File: src/rtl/terminal_input_event_decoder_unit_macros.svh
// Assertion helpers for the terminal input event decoder.
`ifndef TERMINAL_INPUT_EVENT_DECODER_UNIT_MACROS_SVH
`define TERMINAL_INPUT_EVENT_DECODER_UNIT_MACROS_SVH

// Implication checked at every rising clock edge, quiet during reset.
`define TIED_ASSERT_IMP(label, clk, rst, ante, cons, msg) \
   label: assert property (@(posedge clk) disable iff (rst) (ante) |-> (cons)) \
      else $error(msg);

// Next-cycle implication checked at every rising clock edge, quiet during reset.
`define TIED_ASSERT_NEXT(label, clk, rst, ante, cons, msg) \
   label: assert property (@(posedge clk) disable iff (rst) (ante) |=> (cons)) \
      else $error(msg);

`endif

File: src/rtl/tied_pkg.sv
package tied_pkg;

   localparam logic [2:0] MODE_GROUND    = 3'd0;
   localparam logic [2:0] MODE_ESC       = 3'd1;
   localparam logic [2:0] MODE_SS3       = 3'd2;
   localparam logic [2:0] MODE_CSI_ENTRY = 3'd3;
   localparam logic [2:0] MODE_CSI       = 3'd4;
   localparam logic [2:0] MODE_SGR       = 3'd5;
   localparam logic [2:0] MODE_X10       = 3'd6;
   localparam logic [2:0] MODE_UTF8      = 3'd7;

   localparam logic [5:0] K_UNKNOWN   = 6'd0;
   localparam logic [5:0] K_ENTER     = 6'd1;
   localparam logic [5:0] K_ESCAPE    = 6'd2;
   localparam logic [5:0] K_DELETE    = 6'd3;
   localparam logic [5:0] K_TAB       = 6'd4;
   localparam logic [5:0] K_SPACE     = 6'd5;
   localparam logic [5:0] K_BACKSPACE = 6'd6;
   localparam logic [5:0] K_UP        = 6'd7;
   localparam logic [5:0] K_DOWN      = 6'd8;
   localparam logic [5:0] K_LEFT      = 6'd9;
   localparam logic [5:0] K_RIGHT     = 6'd10;
   localparam logic [5:0] K_CHAR      = 6'd11;
   localparam logic [5:0] K_F1        = 6'd12;
   localparam logic [5:0] K_F2        = 6'd13;
   localparam logic [5:0] K_F3        = 6'd14;
   localparam logic [5:0] K_F4        = 6'd15;
   localparam logic [5:0] K_F13       = 6'd24;
   localparam logic [5:0] K_PAGE_UP   = 6'd47;
   localparam logic [5:0] K_PAGE_DOWN = 6'd48;
   localparam logic [5:0] K_INSERT    = 6'd49;
   localparam logic [5:0] K_END       = 6'd50;
   localparam logic [5:0] K_HOME      = 6'd51;

   localparam logic [7:0] MOD_SHIFT = 8'h01;
   localparam logic [7:0] MOD_ALT   = 8'h02;
   localparam logic [7:0] MOD_CTRL  = 8'h04;

   typedef struct packed {
      logic        event_kind;
      logic [5:0]  key_code;
      logic [20:0] char_code;
      logic [7:0]  modifier_bits;
      logic [2:0]  mouse_button;
      logic [20:0] mouse_col;
      logic [20:0] mouse_row;
   } event_type;

   // Key for the numeric code of a tilde sequence; zero means no event.
   function automatic logic [5:0] tilde_key(input logic [4:0] code);
      logic [5:0] k;
      begin
         case (code)
            5'd2:    k = K_INSERT;
            5'd3:    k = K_DELETE;
            5'd5:    k = K_PAGE_UP;
            5'd6:    k = K_PAGE_DOWN;
            5'd15:   k = 6'd16;
            5'd17:   k = 6'd17;
            5'd18:   k = 6'd18;
            5'd19:   k = 6'd19;
            5'd20:   k = 6'd20;
            5'd21:   k = 6'd21;
            5'd23:   k = 6'd22;
            5'd24:   k = 6'd23;
            5'd29:   k = 6'd52;
            default: k = K_UNKNOWN;
         endcase
         return k;
      end
   endfunction

   // Final letters shared by CSI and SS3; the flag is low for other bytes.
   function automatic logic [6:0] letter_key(input logic [7:0] b);
      logic [6:0] r;
      begin
         case (b)
            8'h41:   r = {1'b1, K_UP};
            8'h42:   r = {1'b1, K_DOWN};
            8'h43:   r = {1'b1, K_RIGHT};
            8'h44:   r = {1'b1, K_LEFT};
            8'h46:   r = {1'b1, K_END};
            8'h48:   r = {1'b1, K_HOME};
            8'h50:   r = {1'b1, K_F1};
            8'h51:   r = {1'b1, K_F2};
            8'h52:   r = {1'b1, K_F3};
            8'h53:   r = {1'b1, K_F4};
            default: r = {1'b0, K_UNKNOWN};
         endcase
         return r;
      end
   endfunction

   // Keypad characters for kitty codes 57409..57416.
   function automatic logic [7:0] pad_char(input logic [2:0] i);
      logic [7:0] c;
      begin
         case (i)
            3'd0:    c = 8'h2E;
            3'd1:    c = 8'h2F;
            3'd2:    c = 8'h2A;
            3'd3:    c = 8'h2D;
            3'd4:    c = 8'h2B;
            3'd6:    c = 8'h3D;
            3'd7:    c = 8'h2C;
            default: c = 8'h00;
         endcase
         return c;
      end
   endfunction

   // Keypad navigation keys for kitty codes 57417..57426.
   function automatic logic [5:0] pad_key(input logic [3:0] i);
      logic [5:0] k;
      begin
         case (i)
            4'd0:    k = K_LEFT;
            4'd1:    k = K_RIGHT;
            4'd2:    k = K_UP;
            4'd3:    k = K_DOWN;
            4'd4:    k = K_PAGE_UP;
            4'd5:    k = K_PAGE_DOWN;
            4'd6:    k = K_HOME;
            4'd7:    k = K_END;
            4'd8:    k = K_INSERT;
            4'd9:    k = K_DELETE;
            default: k = K_UNKNOWN;
         endcase
         return k;
      end
   endfunction

endpackage

File: src/rtl/terminal_input_event_decoder_unit.sv
// Terminal input event decoder.
//
// The req_ channel takes one raw terminal byte (req_rx_byte) per transaction.
// The rsp_ channel delivers decoded key or mouse events, one per transaction;
// a byte produces at most one event, on the byte that completes a sequence
// (plain byte, last UTF-8 byte, CSI/SS3 final byte, or mouse report end).
// Both channels use valid/stall: a transaction completes on a rising edge
// where valid is high and stall is low.
//
// Each byte is decoded by one pass of combinational logic (mode decode,
// one multiply-by-ten accumulate, table lookup) straight into the result
// register, so the block takes one byte per cycle and an event appears on
// rsp_ in the cycle after the byte that completes it. The result register and
// the parser state update together, so the sustained rate is one byte a cycle
// as long as the receiver takes events.
//
// While rsp_stall holds a waiting event, the block keeps accepting bytes that
// produce no event; a byte that would produce one is stalled on req_ until
// the result register frees. Synchronous reset returns the parser to ground
// mode with all parameters, the UTF-8 state and the result valid cleared.
`include "terminal_input_event_decoder_unit_macros.svh"

module terminal_input_event_decoder_unit
   import tied_pkg::*;
#(
   parameter int PARAM_BITS = 21
) (
   input  logic        clock,
   input  logic        reset,
   input  logic        req_valid,
   output logic        req_stall,
   input  logic [7:0]  req_rx_byte,
   output logic        rsp_valid,
   input  logic        rsp_stall,
   output logic        rsp_event_kind,
   output logic [5:0]  rsp_key_code,
   output logic [20:0] rsp_char_code,
   output logic [7:0]  rsp_modifier_bits,
   output logic [2:0]  rsp_mouse_button,
   output logic [20:0] rsp_mouse_col,
   output logic [20:0] rsp_mouse_row
);

   localparam logic [PARAM_BITS-1:0] LIMIT = {PARAM_BITS{1'b1}};
   localparam int PW = PARAM_BITS + 4;

   // Parser state.
   logic [2:0]            mode_ff, mode_in;
   logic [PARAM_BITS-1:0] acc_ff, acc_in;
   logic                  sub_ff, sub_in;
   logic [1:0]            total_ff, total_in;
   logic [PARAM_BITS-1:0] p0_ff, p0_in, p1_ff, p1_in, p2_ff, p2_in;
   logic [1:0]            left_ff, left_in;
   logic [20:0]           cp_ff, cp_in;

   // Result register.
   logic      rv_ff, rv_in;
   event_type ev_ff, ev_in;

   logic      emit;
   event_type ev;
   logic      take, out_free;

   assign out_free  = !rv_ff || !rsp_stall;
   // A byte is held back only when it would produce an event with no room.
   assign req_stall = emit && !out_free;
   assign take      = req_valid && !req_stall;

   // Helpers on the incoming byte.
   logic [7:0] b;
   logic       is_digit;
   logic [PW-1:0] acc_next_wide;
   logic [PARAM_BITS-1:0] acc_sat;

   assign b        = req_rx_byte;
   assign is_digit = (b >= 8'h30) && (b <= 8'h39);
   assign acc_next_wide = ({4'd0, acc_ff} << 3) + ({4'd0, acc_ff} << 1)
                          + PW'(b[3:0]);
   assign acc_sat = (acc_next_wide > PW'(LIMIT)) ? LIMIT : acc_next_wide[PARAM_BITS-1:0];

   // Effective parameters as seen after the terminating byte is stored.
   logic [PARAM_BITS-1:0] q0, q1, q2;
   logic [1:0]            n_fin;

   function automatic logic [20:0] m21(input logic [PARAM_BITS-1:0] v);
      logic [PARAM_BITS+20:0] w;
      begin
         w = {21'd0, v};
         return w[20:0];
      end
   endfunction

   always_comb begin
      q0 = p0_ff;
      q1 = p1_ff;
      q2 = p2_ff;
      if (!sub_ff) begin
         case (total_ff)
            2'd0:    q0 = acc_ff;
            2'd1:    q1 = acc_ff;
            2'd2:    q2 = acc_ff;
            default: q0 = p0_ff;
         endcase
      end
      n_fin = (total_ff == 2'd3) ? 2'd3 : total_ff + 2'd1;
   end

   // Mouse decode from the finished parameters.
   logic        mouse_ok;
   event_type   mouse_ev;
   logic [2:0]  bn;
   always_comb begin
      mouse_ev = '0;
      mouse_ev.event_kind = 1'b1;
      bn = 3'(({q0[7:6], 2'b00} | {2'b00, q0[1:0]}) & 4'h7);
      mouse_ok = (n_fin == 2'd3);
      case (bn)
         3'd0, 3'd1, 3'd2: mouse_ev.mouse_button = bn;
         3'd4:             mouse_ev.mouse_button = 3'd3;
         3'd5:             mouse_ev.mouse_button = 3'd4;
         default:          mouse_ok = 1'b0;
      endcase
      // Bit 7 of the mask is bit 3 of the button number, always out of range.
      if (q0[7]) mouse_ok = 1'b0;
      mouse_ev.modifier_bits = {5'd0, q0[4], q0[3], q0[2]};
      mouse_ev.mouse_col = m21(q1);
      mouse_ev.mouse_row = m21(q2);
   end

   // CSI final decode.
   logic        csi_ok;
   event_type   csi_ev;
   logic [7:0]  mods;
   logic [6:0]  lk;
   logic [PARAM_BITS-1:0] q1m;
   logic        own;
   always_comb begin
      csi_ev = '0;
      csi_ok = 1'b1;
      own    = 1'b0;
      q1m    = q1 - PARAM_BITS'(1);
      mods   = 8'd0;
      if (n_fin > 2'd1 && q1 != '0)
         mods = (q1m > PARAM_BITS'(255)) ? 8'd255 : q1m[7:0];
      lk = letter_key(b);
      if (lk[6]) begin
         csi_ev.key_code = lk[5:0];
      end else if (b == 8'h5A) begin
         csi_ev.key_code = K_TAB;
         own = 1'b1;
      end else if (b == 8'h7E) begin
         if (q0 >= PARAM_BITS'(30) || tilde_key(q0[4:0]) == K_UNKNOWN)
            csi_ok = 1'b0;
         else
            csi_ev.key_code = tilde_key(q0[4:0]);
      end else if (b == 8'h75) begin
         if (q0 == PARAM_BITS'(27))
            csi_ev.key_code = K_ESCAPE;
         else if (q0 == PARAM_BITS'(13) || q0 == PARAM_BITS'(10)
                  || q0 == PARAM_BITS'(57414))
            csi_ev.key_code = K_ENTER;
         else if (q0 == PARAM_BITS'(9))
            csi_ev.key_code = K_TAB;
         else if (q0 == PARAM_BITS'(8) || q0 == PARAM_BITS'(127))
            csi_ev.key_code = K_BACKSPACE;
         else if (q0 == PARAM_BITS'(32))
            csi_ev.key_code = K_SPACE;
         else if (q0 >= PARAM_BITS'(57399) && q0 <= PARAM_BITS'(57408)) begin
            csi_ev.key_code  = K_CHAR;
            csi_ev.char_code = 21'h30 + 21'(q0[3:0] - 4'(57399 % 16));
         end else if (q0 >= PARAM_BITS'(57409) && q0 <= PARAM_BITS'(57416)) begin
            csi_ev.key_code  = K_CHAR;
            csi_ev.char_code = {13'd0, pad_char(3'(q0[2:0] - 3'(57409 % 8)))};
         end else if (q0 >= PARAM_BITS'(57417) && q0 <= PARAM_BITS'(57426)) begin
            csi_ev.key_code = pad_key(4'(q0[5:0] - 6'(57417 % 64)));
         end else if (q0 >= PARAM_BITS'(57376) && q0 <= PARAM_BITS'(57398)) begin
            csi_ev.key_code = K_F13 + 6'(q0[5:0] - 6'(57376 % 64));
         end else if (q0 >= PARAM_BITS'(57344) && q0 <= PARAM_BITS'(63743)) begin
            csi_ev.key_code = K_UNKNOWN;
         end else begin
            csi_ev.key_code  = K_CHAR;
            csi_ev.char_code = m21(q0);
         end
      end else begin
         csi_ok = 1'b0;
      end
      csi_ev.modifier_bits = (mods != 8'd0) ? mods : {7'd0, own};
   end

   function automatic event_type key_ev(input logic [5:0] k, input logic [20:0] c,
                                        input logic [7:0] m);
      event_type e;
      begin
         e = '0;
         e.key_code = k;
         e.char_code = c;
         e.modifier_bits = m;
         return e;
      end
   endfunction

   function automatic event_type char_ev(input logic [20:0] c);
      begin
         return key_ev(K_CHAR, c, (c >= 21'h41 && c <= 21'h5A) ? MOD_SHIFT : 8'd0);
      end
   endfunction

   logic [20:0] cp_next;
   assign cp_next = {cp_ff[14:0], b[5:0]};

   // Next-state and event decode for one byte.
   always_comb begin
      mode_in  = mode_ff;
      acc_in   = acc_ff;
      sub_in   = sub_ff;
      total_in = total_ff;
      p0_in = p0_ff;
      p1_in = p1_ff;
      p2_in = p2_ff;
      left_in  = left_ff;
      cp_in    = cp_ff;
      emit = 1'b0;
      ev   = '0;
      case (mode_ff)
         MODE_ESC: begin
            if (b == 8'h5B) begin
               acc_in = '0; sub_in = 1'b0; total_in = 2'd0;
               p0_in = '0; p1_in = '0; p2_in = '0;
               mode_in = MODE_CSI_ENTRY;
            end else if (b == 8'h4F) begin
               mode_in = MODE_SS3;
            end else begin
               mode_in = MODE_GROUND;
            end
         end
         MODE_SS3: begin
            mode_in = MODE_GROUND;
            emit = lk[6];
            ev = key_ev(lk[5:0], 21'd0, 8'd0);
         end
         MODE_CSI_ENTRY, MODE_CSI, MODE_SGR, MODE_X10: begin
            if (mode_ff == MODE_CSI_ENTRY && b == 8'h3C) begin
               mode_in = MODE_SGR;
            end else if (mode_ff == MODE_CSI_ENTRY && b == 8'h4D) begin
               mode_in = MODE_X10;
            end else begin
               if (mode_ff == MODE_CSI_ENTRY) mode_in = MODE_CSI;
               if (is_digit) begin
                  acc_in = acc_sat;
               end else begin
                  acc_in = '0;
                  p0_in = q0; p1_in = q1; p2_in = q2;
                  if (total_ff == 2'd3) begin
                     p0_in = p0_ff;
                  end
                  if (b == 8'h3A) begin
                     sub_in = 1'b1;
                  end else begin
                     sub_in = 1'b0;
                     total_in = n_fin;
                     if (b != 8'h3B) begin
                        mode_in = MODE_GROUND;
                        if (mode_ff == MODE_SGR) begin
                           emit = (b == 8'h4D) && mouse_ok;
                           ev   = mouse_ev;
                        end else if (mode_ff == MODE_X10 || b == 8'h4D) begin
                           emit = mouse_ok;
                           ev   = mouse_ev;
                        end else begin
                           emit = csi_ok;
                           ev   = csi_ev;
                        end
                     end
                  end
               end
            end
         end
         MODE_UTF8: begin
            cp_in = cp_next;
            left_in = (left_ff != 2'd0) ? left_ff - 2'd1 : 2'd0;
            if (left_in == 2'd0) begin
               mode_in = MODE_GROUND;
               emit = 1'b1;
               ev = char_ev(cp_next);
            end
         end
         default: begin
            mode_in = MODE_GROUND;
            case (b)
               8'd0:  begin emit = 1'b1; ev = key_ev(K_SPACE, 21'd0, MOD_CTRL); end
               8'd13, 8'd10: begin emit = 1'b1; ev = key_ev(K_ENTER, 21'd0, 8'd0); end
               8'd9:  begin emit = 1'b1; ev = key_ev(K_TAB, 21'd0, 8'd0); end
               8'd8, 8'd127: begin
                  emit = 1'b1; ev = key_ev(K_BACKSPACE, 21'd0, 8'd0);
               end
               8'd32: begin emit = 1'b1; ev = key_ev(K_SPACE, 21'd0, 8'd0); end
               8'd27: mode_in = MODE_ESC;
               default: begin
                  if (b < 8'd27) begin
                     emit = 1'b1; ev = key_ev(K_CHAR, 21'(b) + 21'd96, MOD_CTRL);
                  end else if (b < 8'd32) begin
                     emit = 1'b1; ev = key_ev(K_CHAR, 21'(b) + 21'd64, MOD_CTRL);
                  end else if (b < 8'h80) begin
                     emit = 1'b1; ev = char_ev(21'(b));
                  end else if (b[7:5] == 3'b110) begin
                     cp_in = 21'(b[4:0]); left_in = 2'd1; mode_in = MODE_UTF8;
                  end else if (b[7:4] == 4'b1110) begin
                     cp_in = 21'(b[3:0]); left_in = 2'd2; mode_in = MODE_UTF8;
                  end else if (b[7:3] == 5'b11110) begin
                     cp_in = 21'(b[2:0]); left_in = 2'd3; mode_in = MODE_UTF8;
                  end
               end
            endcase
         end
      endcase
   end

   always_comb begin
      rv_in = rv_ff && rsp_stall;
      ev_in = ev_ff;
      if (take && emit) begin
         rv_in = 1'b1;
         ev_in = ev;
      end
   end

   always_ff @(posedge clock) begin
      if (reset) begin
         mode_ff  <= MODE_GROUND;
         acc_ff   <= '0;
         sub_ff   <= 1'b0;
         total_ff <= 2'd0;
         p0_ff    <= '0;
         p1_ff    <= '0;
         p2_ff    <= '0;
         left_ff  <= 2'd0;
         cp_ff    <= '0;
         rv_ff    <= 1'b0;
      end else begin
         if (take) begin
            mode_ff  <= mode_in;
            acc_ff   <= acc_in;
            sub_ff   <= sub_in;
            total_ff <= total_in;
            p0_ff    <= p0_in;
            p1_ff    <= p1_in;
            p2_ff    <= p2_in;
            left_ff  <= left_in;
            cp_ff    <= cp_in;
         end
         rv_ff <= rv_in;
      end
   end

   always_ff @(posedge clock) begin
      ev_ff <= ev_in;
   end

   assign rsp_valid         = rv_ff;
   assign rsp_event_kind    = ev_ff.event_kind;
   assign rsp_key_code      = ev_ff.key_code;
   assign rsp_char_code     = ev_ff.char_code;
   assign rsp_modifier_bits = ev_ff.modifier_bits;
   assign rsp_mouse_button  = ev_ff.mouse_button;
   assign rsp_mouse_col     = ev_ff.mouse_col;
   assign rsp_mouse_row     = ev_ff.mouse_row;

   `TIED_ASSERT_NEXT(a_event_held, clock, reset, rsp_valid && rsp_stall,
      rsp_valid && $stable(ev_ff), "stalled event changed")
   `TIED_ASSERT_IMP(a_mouse_no_key, clock, reset, rsp_valid && rsp_event_kind,
      rsp_key_code == K_UNKNOWN, "mouse event carries a key code")
   `TIED_ASSERT_IMP(a_char_only, clock, reset,
      rsp_valid && rsp_key_code != K_CHAR, rsp_char_code == 21'd0,
      "char code without char key")
   `TIED_ASSERT_IMP(a_stall_only_full, clock, reset, req_stall,
      rsp_valid && rsp_stall, "input stalled with a free result register")

endmodule

File: config.mk
export PLATFORM = sky130hd
export DESIGN_NAME = terminal_input_event_decoder_unit
export DESIGN_NICKNAME = d
export VERILOG_FILES = /design/src/rtl/tied_pkg.sv /design/src/rtl/terminal_input_event_decoder_unit.sv
export VERILOG_INCLUDE_DIRS = /design/src /design/src/rtl
export SDC_FILE = /design/constraint.sdc
export NUM_CORES = 1
export LEC_CHECK = 0
export BUFFER_PORTS_ARGS = -buffer_cell sky130_fd_sc_hd__buf_4
export CORE_AREA = 5 5 170 172
export CTS_CLUSTER_SIZE = 16
export DETAILED_ROUTE_END_ITERATION = 8
export DIE_AREA = 0 0 175 177
export HOLD_SLACK_MARGIN = 0.08
export MAX_ROUTING_LAYER = met4
export PLACE_DENSITY = 0.77
export SYNTH_ARGS = -nofsm -noshare
export SYNTH_HDL_FRONTEND = slang
export SYNTH_SLANG_ARGS = --single-unit
File: constraint.sdc
create_clock -name clock -period 8.5 [get_ports clock]
set_input_delay 1.275 -clock clock [delete_from_list [all_inputs] [get_ports clock]]
set_output_delay 1.275 -clock clock [all_outputs]
set_load 0.02 [all_outputs]
## After elaboration in Yosys (flattened, before gate mapping)

Memories as Yosys holds them, arrays and structs flattened.
Index checks and enable logic that the tools add are counted.
Widths: inputs -> output; s select.

- Register bits: 189
- Memory bits (read-only): 480
- Input bits: 12
- Output and inout port bits: 83
- Memories: 3

- $add $sub $neg: 13
- Order comparisons: 23
- Equal/unequal tests: 69
- Muxes and demuxes: 145
- Bitwise gates (word level): 2
- Reduce and logical (&&, ||, !) cells: 51

Memories:

| name | depth | width | rd ports | clocked after Yosys merged registers in | wr ports | RTL line | text |
|---|---|---|---|---|---|---|---|
| (no name shown) | 32 | 6 | 1 | 0 | 0 | tied_pkg.sv:53 | `case (code)` |
| (no name shown) | 32 | 6 | 1 | 0 | 0 | tied_pkg.sv:53 |  |
| (no name shown) | 16 | 6 | 1 | 0 | 0 | tied_pkg.sv:116 | `case (i)` |

Operator list:

| operator | number |
|---|---|
| $mux 21 | 32 |
| $mux 81 | 7 |
| $pmux 78 s6 | 1 |
| $pmux 81 s4 | 1 |
| $mux 78 | 4 |
| $pmux 21 s2 | 4 |
| $eq 8x7->1 const B | 17 |
| $ge 21x16->1 const B | 5 |
| $le 21x16->1 const B | 5 |
| $mux 15 | 7 |
| $eq 21x4->1 const B | 4 |
| $mux 6 | 14 |
| $mux 27 | 3 |
| $pmux 7 s10 | 1 |
| $pmux 6 s7 | 1 |
| $mux 3 | 13 |
| $eq 8x4->1 const B | 4 |
| $mux 2 | 16 |
| $eq 3x3->1 const B | 10 |
| $pmux 15 s2 | 1 |
| $mux 1 | 28 |
| $add 24x22->25 | 1 |
| $add 25x4->25 | 1 |
| $gt 25x21->1 const B | 1 |
| 69 further kinds | 122 |

## Longest topological paths before layout

- Depth after elaboration: 27
- Depth in mapped cells: 21
- Depth with buffers taken out: 14

## Worst setup path after synthesis

No wires, ideal clock.

- Path type: register to register
- Start point: register total_ff[1]
- End point: register ev_ff (netlist bit rsp_char_code[0]) (enable)
- Library setup time: 0.449 ns
- Arrival: 5.456 ns
- Data required time: 8.051 ns
- Setup slack: 2.596 ns
- Stages on the path, launching flop included: 18
- Path buffers: 4
- Cell sequence: dfxtp_1 > buf_6 > nor3_2 > buf_2 > buf_2 > nand2_1 > nand2_1 > inv_1 > ha_1 > ha_1 > a311oi_1 > mux2_2 > a32o_1 > a21oi_1 > o31ai_4 > a31o_2 > buf_2 > and2_1

- Longest elaborated chain between the ends: 25
- Elaborated cells on any way between the ends: 40
- Classes of those cells: add/sub (1); order compare (1); eq/ne (6); mux (20); bitwise (1); reduce/logical (10); memory (1)

RTL lines:

| item | RTL line | text |
|---|---|---|
| start, declared | terminal_input_event_decoder_unit.sv:51 | `logic [1:0] total_ff, total_in;` |
| start signal, assigned | terminal_input_event_decoder_unit.sv:344 | `total_ff <= total_in;` |
| $logic_not 2->1 | terminal_input_event_decoder_unit.sv:98 | `case (total_ff)` |
| $mux 21 | terminal_input_event_decoder_unit.sv:98 |  |
| $mux 21 | terminal_input_event_decoder_unit.sv:97 | `if (!sub_ff) begin` |
| $mem_v2 32x6 | -- |  |
| $mux 6 | terminal_input_event_decoder_unit.sv:151 | `end else if (b == 8'h7E) begin` |
| $mux 6 | terminal_input_event_decoder_unit.sv:148 | `end else if (b == 8'h5A) begin` |
| $mux 6 | terminal_input_event_decoder_unit.sv:146 | `if (lk[6]) begin` |
| $logic_not 6->1 | terminal_input_event_decoder_unit.sv:152 | `if (q0 >= PARAM_BITS'(30) \|\| tilde_key(q0[4:0]) == K_UNKNOWN)` |
| (+9 left out) | -- |  |
| $mux 1 (*) | terminal_input_event_decoder_unit.sv:248 | `if (is_digit) begin` |
| $mux 1 (*) | terminal_input_event_decoder_unit.sv:244 | `end else if (mode_ff == MODE_CSI_ENTRY && b == 8'h4D) begin` |
| $mux 1 (*) | terminal_input_event_decoder_unit.sv:242 | `if (mode_ff == MODE_CSI_ENTRY && b == 8'h3C) begin` |
| $pmux 1 s4 (*) | terminal_input_event_decoder_unit.sv:224 | `case (mode_ff)` |
| $logic_and 1x1->1 | terminal_input_event_decoder_unit.sv:66 | `assign req_stall = emit && !out_free;` |
| $logic_not 1->1 | terminal_input_event_decoder_unit.sv:67 | `assign take = req_valid && !req_stall;` |
| $logic_and 1x1->1 | terminal_input_event_decoder_unit.sv:67 |  |
| $logic_and 1x1->1 (*) | terminal_input_event_decoder_unit.sv:321 | `if (take && emit) begin` |
| end signal, assigned | terminal_input_event_decoder_unit.sv:356 | `ev_ff <= ev_in;` |
| end, declared | terminal_input_event_decoder_unit.sv:58 | `event_type ev_ff, ev_in;` |

Mark *: on every way between the ends. The rest lies on a longest branch, timed or not. The select of a mux whose other input is x is not followed.
A chain may end at the register's enable or synchronous reset.

## Worst setup path after layout

- Start point: register total_ff[1]
- End point: output req_stall

- Longest elaborated chain between the ends: 22
- Elaborated cells on any way between the ends: 37
- Classes of those cells: add/sub (1); order compare (1); eq/ne (6); mux (20); bitwise (1); reduce/logical (7); memory (1)

RTL lines:

| item | RTL line | text |
|---|---|---|
| $logic_not 2->1 | terminal_input_event_decoder_unit.sv:98 |  |
| $mux 21 | terminal_input_event_decoder_unit.sv:98 |  |
| $mux 21 | terminal_input_event_decoder_unit.sv:97 |  |
| $mem_v2 32x6 | -- |  |
| $mux 6 | terminal_input_event_decoder_unit.sv:151 |  |
| $mux 6 | terminal_input_event_decoder_unit.sv:148 |  |
| $mux 6 | terminal_input_event_decoder_unit.sv:146 |  |
| $logic_not 6->1 | terminal_input_event_decoder_unit.sv:152 |  |
| (+6 left out) | -- |  |
| $mux 1 (*) | terminal_input_event_decoder_unit.sv:263 | `if (mode_ff == MODE_SGR) begin` |
| $mux 1 (*) | terminal_input_event_decoder_unit.sv:261 | `if (b != 8'h3B) begin` |
| $mux 1 (*) | terminal_input_event_decoder_unit.sv:256 | `if (b == 8'h3A) begin` |
| $mux 1 (*) | terminal_input_event_decoder_unit.sv:248 |  |
| $mux 1 (*) | terminal_input_event_decoder_unit.sv:244 |  |
| $mux 1 (*) | terminal_input_event_decoder_unit.sv:242 |  |
| $pmux 1 s4 (*) | terminal_input_event_decoder_unit.sv:224 |  |
| $logic_and 1x1->1 (*) | terminal_input_event_decoder_unit.sv:66 |  |
| end, declared | terminal_input_event_decoder_unit.sv:31 | `output logic req_stall,` |

Marks and branches as above.

==> summary.md <==
| Metric | Value |
|---|---|
| Status | `completed` |
| Cells after Synth | `1561` |
| Top_reg_cell synth | `dfxtp_1` |
| Maximum vdd drop | `0.120 mV` |
| Largest net degree at the start of global routing | `57` |
| Setup-failing EPs final | `0` |
| Number of buffers inserted by hold repair at cts | `0` |
| Worst slack, placed | `3.06 ns` |
| Final worst slack | `2.58 ns` |
| CP startpoint kind | `register` |
| CP Data Arrival Time | `4.64 ns` |
| Tmin final | `5.92 ns` |
| DIE HEIGHT | `177 um` |
| Crit share post-route | `69.6%` |
| Synth top area share | `18.2%` |
| Ports | `95` |
| Row count | `61` |
| Clk_lat worst skew | `0.45 ns` |
| Crit-path leading delay family | `compound AO/OA/AOI/OAI gates` |
| Postcts setup bufs | `0` |
| Pwr Total | `0.00234 W` |
| Fmax | `169 MHz` |
| Fraction of registers with async set/reset | `0%` |
| Leading cell type in the layout, fill and taps excluded | `nand2_1` |
| TritonCTS clock tree | `yes` |
| Worst path bufs/invs | `3` |
| DRC | `0` |
| Die width | `175 um` |
| Final ANT Viol Nets | `0` |
| Total power divided by cell area | `159 nW/um^2` |
| CTS clock-pin slew for the worst setup and hold paths | `0.08 ns` |
| Share of cells above drive strength 1 | `13.3%` |
| Routed vias/inst | `6.65` |
| Slowest-stage cell, CP | `dfxtp_1` |
| Setup TNS | `0 ns` |
| CP max FO | `37` |
| Synthesized flop and latch total | `189` |
| Clock sink count | `189` |
| Drt initial violations | `1693` |
| CP Cell Sequence | `nor3_4, buf_4, nand2_1, nand2_1, inv_1, ha_1, o311a_2, a311oi_1, mux2_2, a32o_1, a21oi_1, o31ai_4, a22oi_1, and3_1, buf_4` |
| Syn Area/Cell | `8.57 sq um` |
| Total congestion overflow | `0` |
| Max transition margin | `12.0%` |
| Die ar. | `31000 sq um` |
| Most frequent cells in the layout | `nand2_1 (167), nor2_1 (122), a21oi_1 (116), buf_4 (113), dfxtp_1 (108)` |
| GP Congestion | `0.988` |
| WP data required | `7.22 ns` |
| Worst Hold Class | `register to register` |
| Mapped cell area | `13400 sq um` |
| Count of different cell masters after synthesis | `103` |
| Max_cap viols | `0` |
| Final cell utilization of the core | `53.8%` |
| Post-cts resize count | `0` |
| H-tree depth | `4` |
| Pins Over Slew Limit | `0` |
| # port buffers | `94` |
| Starting Density | `49.0%` |
| CTS max path bufs | `2` |
| Static Leakage | `5.76 nW` |
| Number of CTS-inserted buffers | `17` |
| Setup CP Type | `register to primary output` |
| DR vias | `12900` |
| Synth warnings | `0` |
| WL final | `43300 um` |
| Initial antenna violation count | `0` |
| Nets@finish | `1654` |
| RSZ-0062 raised after global routing | `no` |
| Initial DRT Pass Iterations | `8` |
| Number of synthesized flops with an enable pin | `81` |
| Setup crit end kind | `primary output` |
| Root Driver | `clkbuf_16` |
| GR Util All Layers | `27.7%` |
| Sequential element share of the synthesized area | `34.3%` |
| Hpwl dp | `30300 um` |
| Layout Area Growth over Synthesis | `9.88%` |
| CP max stage delay | `0.78 ns` |
| Core ar. | `27300 sq um` |
| Final hold violation count | `0` |
| Worst-Margin Slew | `1.32 ns` |
| Antenna cells | `0` |
| Clock Skew | `0.0134 ns` |
| Hold slack final | `0.481 ns` |
| Global-route wire length before repair | `66900 um` |
| Vias in the first global route | `11800` |
| WL/cell | `22.4 um` |
| Post-Syn Nets | `1638` |
| Top cells by area, synth | `edfxtp_1 (18%), dfxtp_1 (16%), ha_1 (5.9%)` |
| Filler cell count | `2518` |
| Leading area contributor after synthesis | `edfxtp_1` |
-- state kept, by name, summed over array words and instances, names as in the netlist --
name and flops:
acc_ff 21, cp_ff 15, left_ff 2, mode_ff 3, p0_ff 21, p1_ff 21, p2_ff 21, rsp_char_code 21
rsp_event_kind 1, rsp_key_code 6, rsp_modifier_bits 8, rsp_mouse_button 3, rsp_mouse_col 21, rsp_mouse_row 21, rsp_valid 1, sub_ff 1
total_ff 2
-- layout make-up --
type	count	area (sq um)	share of cell area (%)
Timing Repair Buffer	113	848	5.77
Inverter	31	116	0.791
Clock buffer	18	429	2.92
Multi-Input combinational cell	1225	8110	55.2
Sequential cell	189	4590	31.2
Clock inverter	14	173	1.17
Tap cell	346	433	2.94
-- final timing paths --
path | cells after the start | slack, ns | to | start
setup / recovery | 15 | 2.58 | req_stall | total_ff[1]
hold / removal | 1 | 0.48 | p2_ff[13] | p2_ff[13]
setup reg to reg | 12 | 2.87 | rsp_modifier_bits[2] | total_ff[1]
hold reg to reg | 1 | 0.48 | p2_ff[13] | p2_ff[13]
-- per-layer routing --
metal	global-route usage [%]	vias up	routed length, um
li1	-	5911	-
met1	38.5	6141	18900
met2	42.2	718	19400
met3	3.70	106	3670
met4	8.81	0	1320
met5	-	-	0
-- where the power goes --
group          internal (W)  switching, W
Combinational      0.000149      0.000296
Clock              0.000423      0.000413
Sequential          0.00103     0.0000282
-- cell families (layout without fill, tap and decap cells) --
logic type,count (synthesis),count (layout),synth area share (%)
flops,189,189,34.3
fa+ha+maj,65,65,6.19
mux,65,65,5.15
compound gates,476,476,24.4
buf+inv,147,176,5.20
simple gates,591,591,22.9
xor+xnor,28,28,1.83
-- through the flow --
step	cells	cell area, sq um
2_1_floorplan	1561	13400
3_3_place_gp	1904	14100
3_5_place_dp	1904	14100
4_1_cts	1936	14700
5_1_grt	1936	14700
6_report	1936	14700
-- cells in the mapped netlist (15+ instances only) --
master / instances
xnor2_1: 19
inv_1: 29
nand2_1: 167
o21ai_0: 104
ha_1: 63
nor2_1: 122
nor2b_1: 19
mux2i_1: 49
nand2b_1: 24
nand4_1: 18
buf_2: 18
a21oi_1: 117
or4_1: 21
a22o_1: 56
clkbuf_1: 72
nor4_1: 26
and2_1: 15
a21o_1: 16
nand3_1: 40
dfxtp_1: 108
nor3_1: 55
o2bb2ai_1: 23
edfxtp_1: 81
Power figures use the tool's default switching activity.
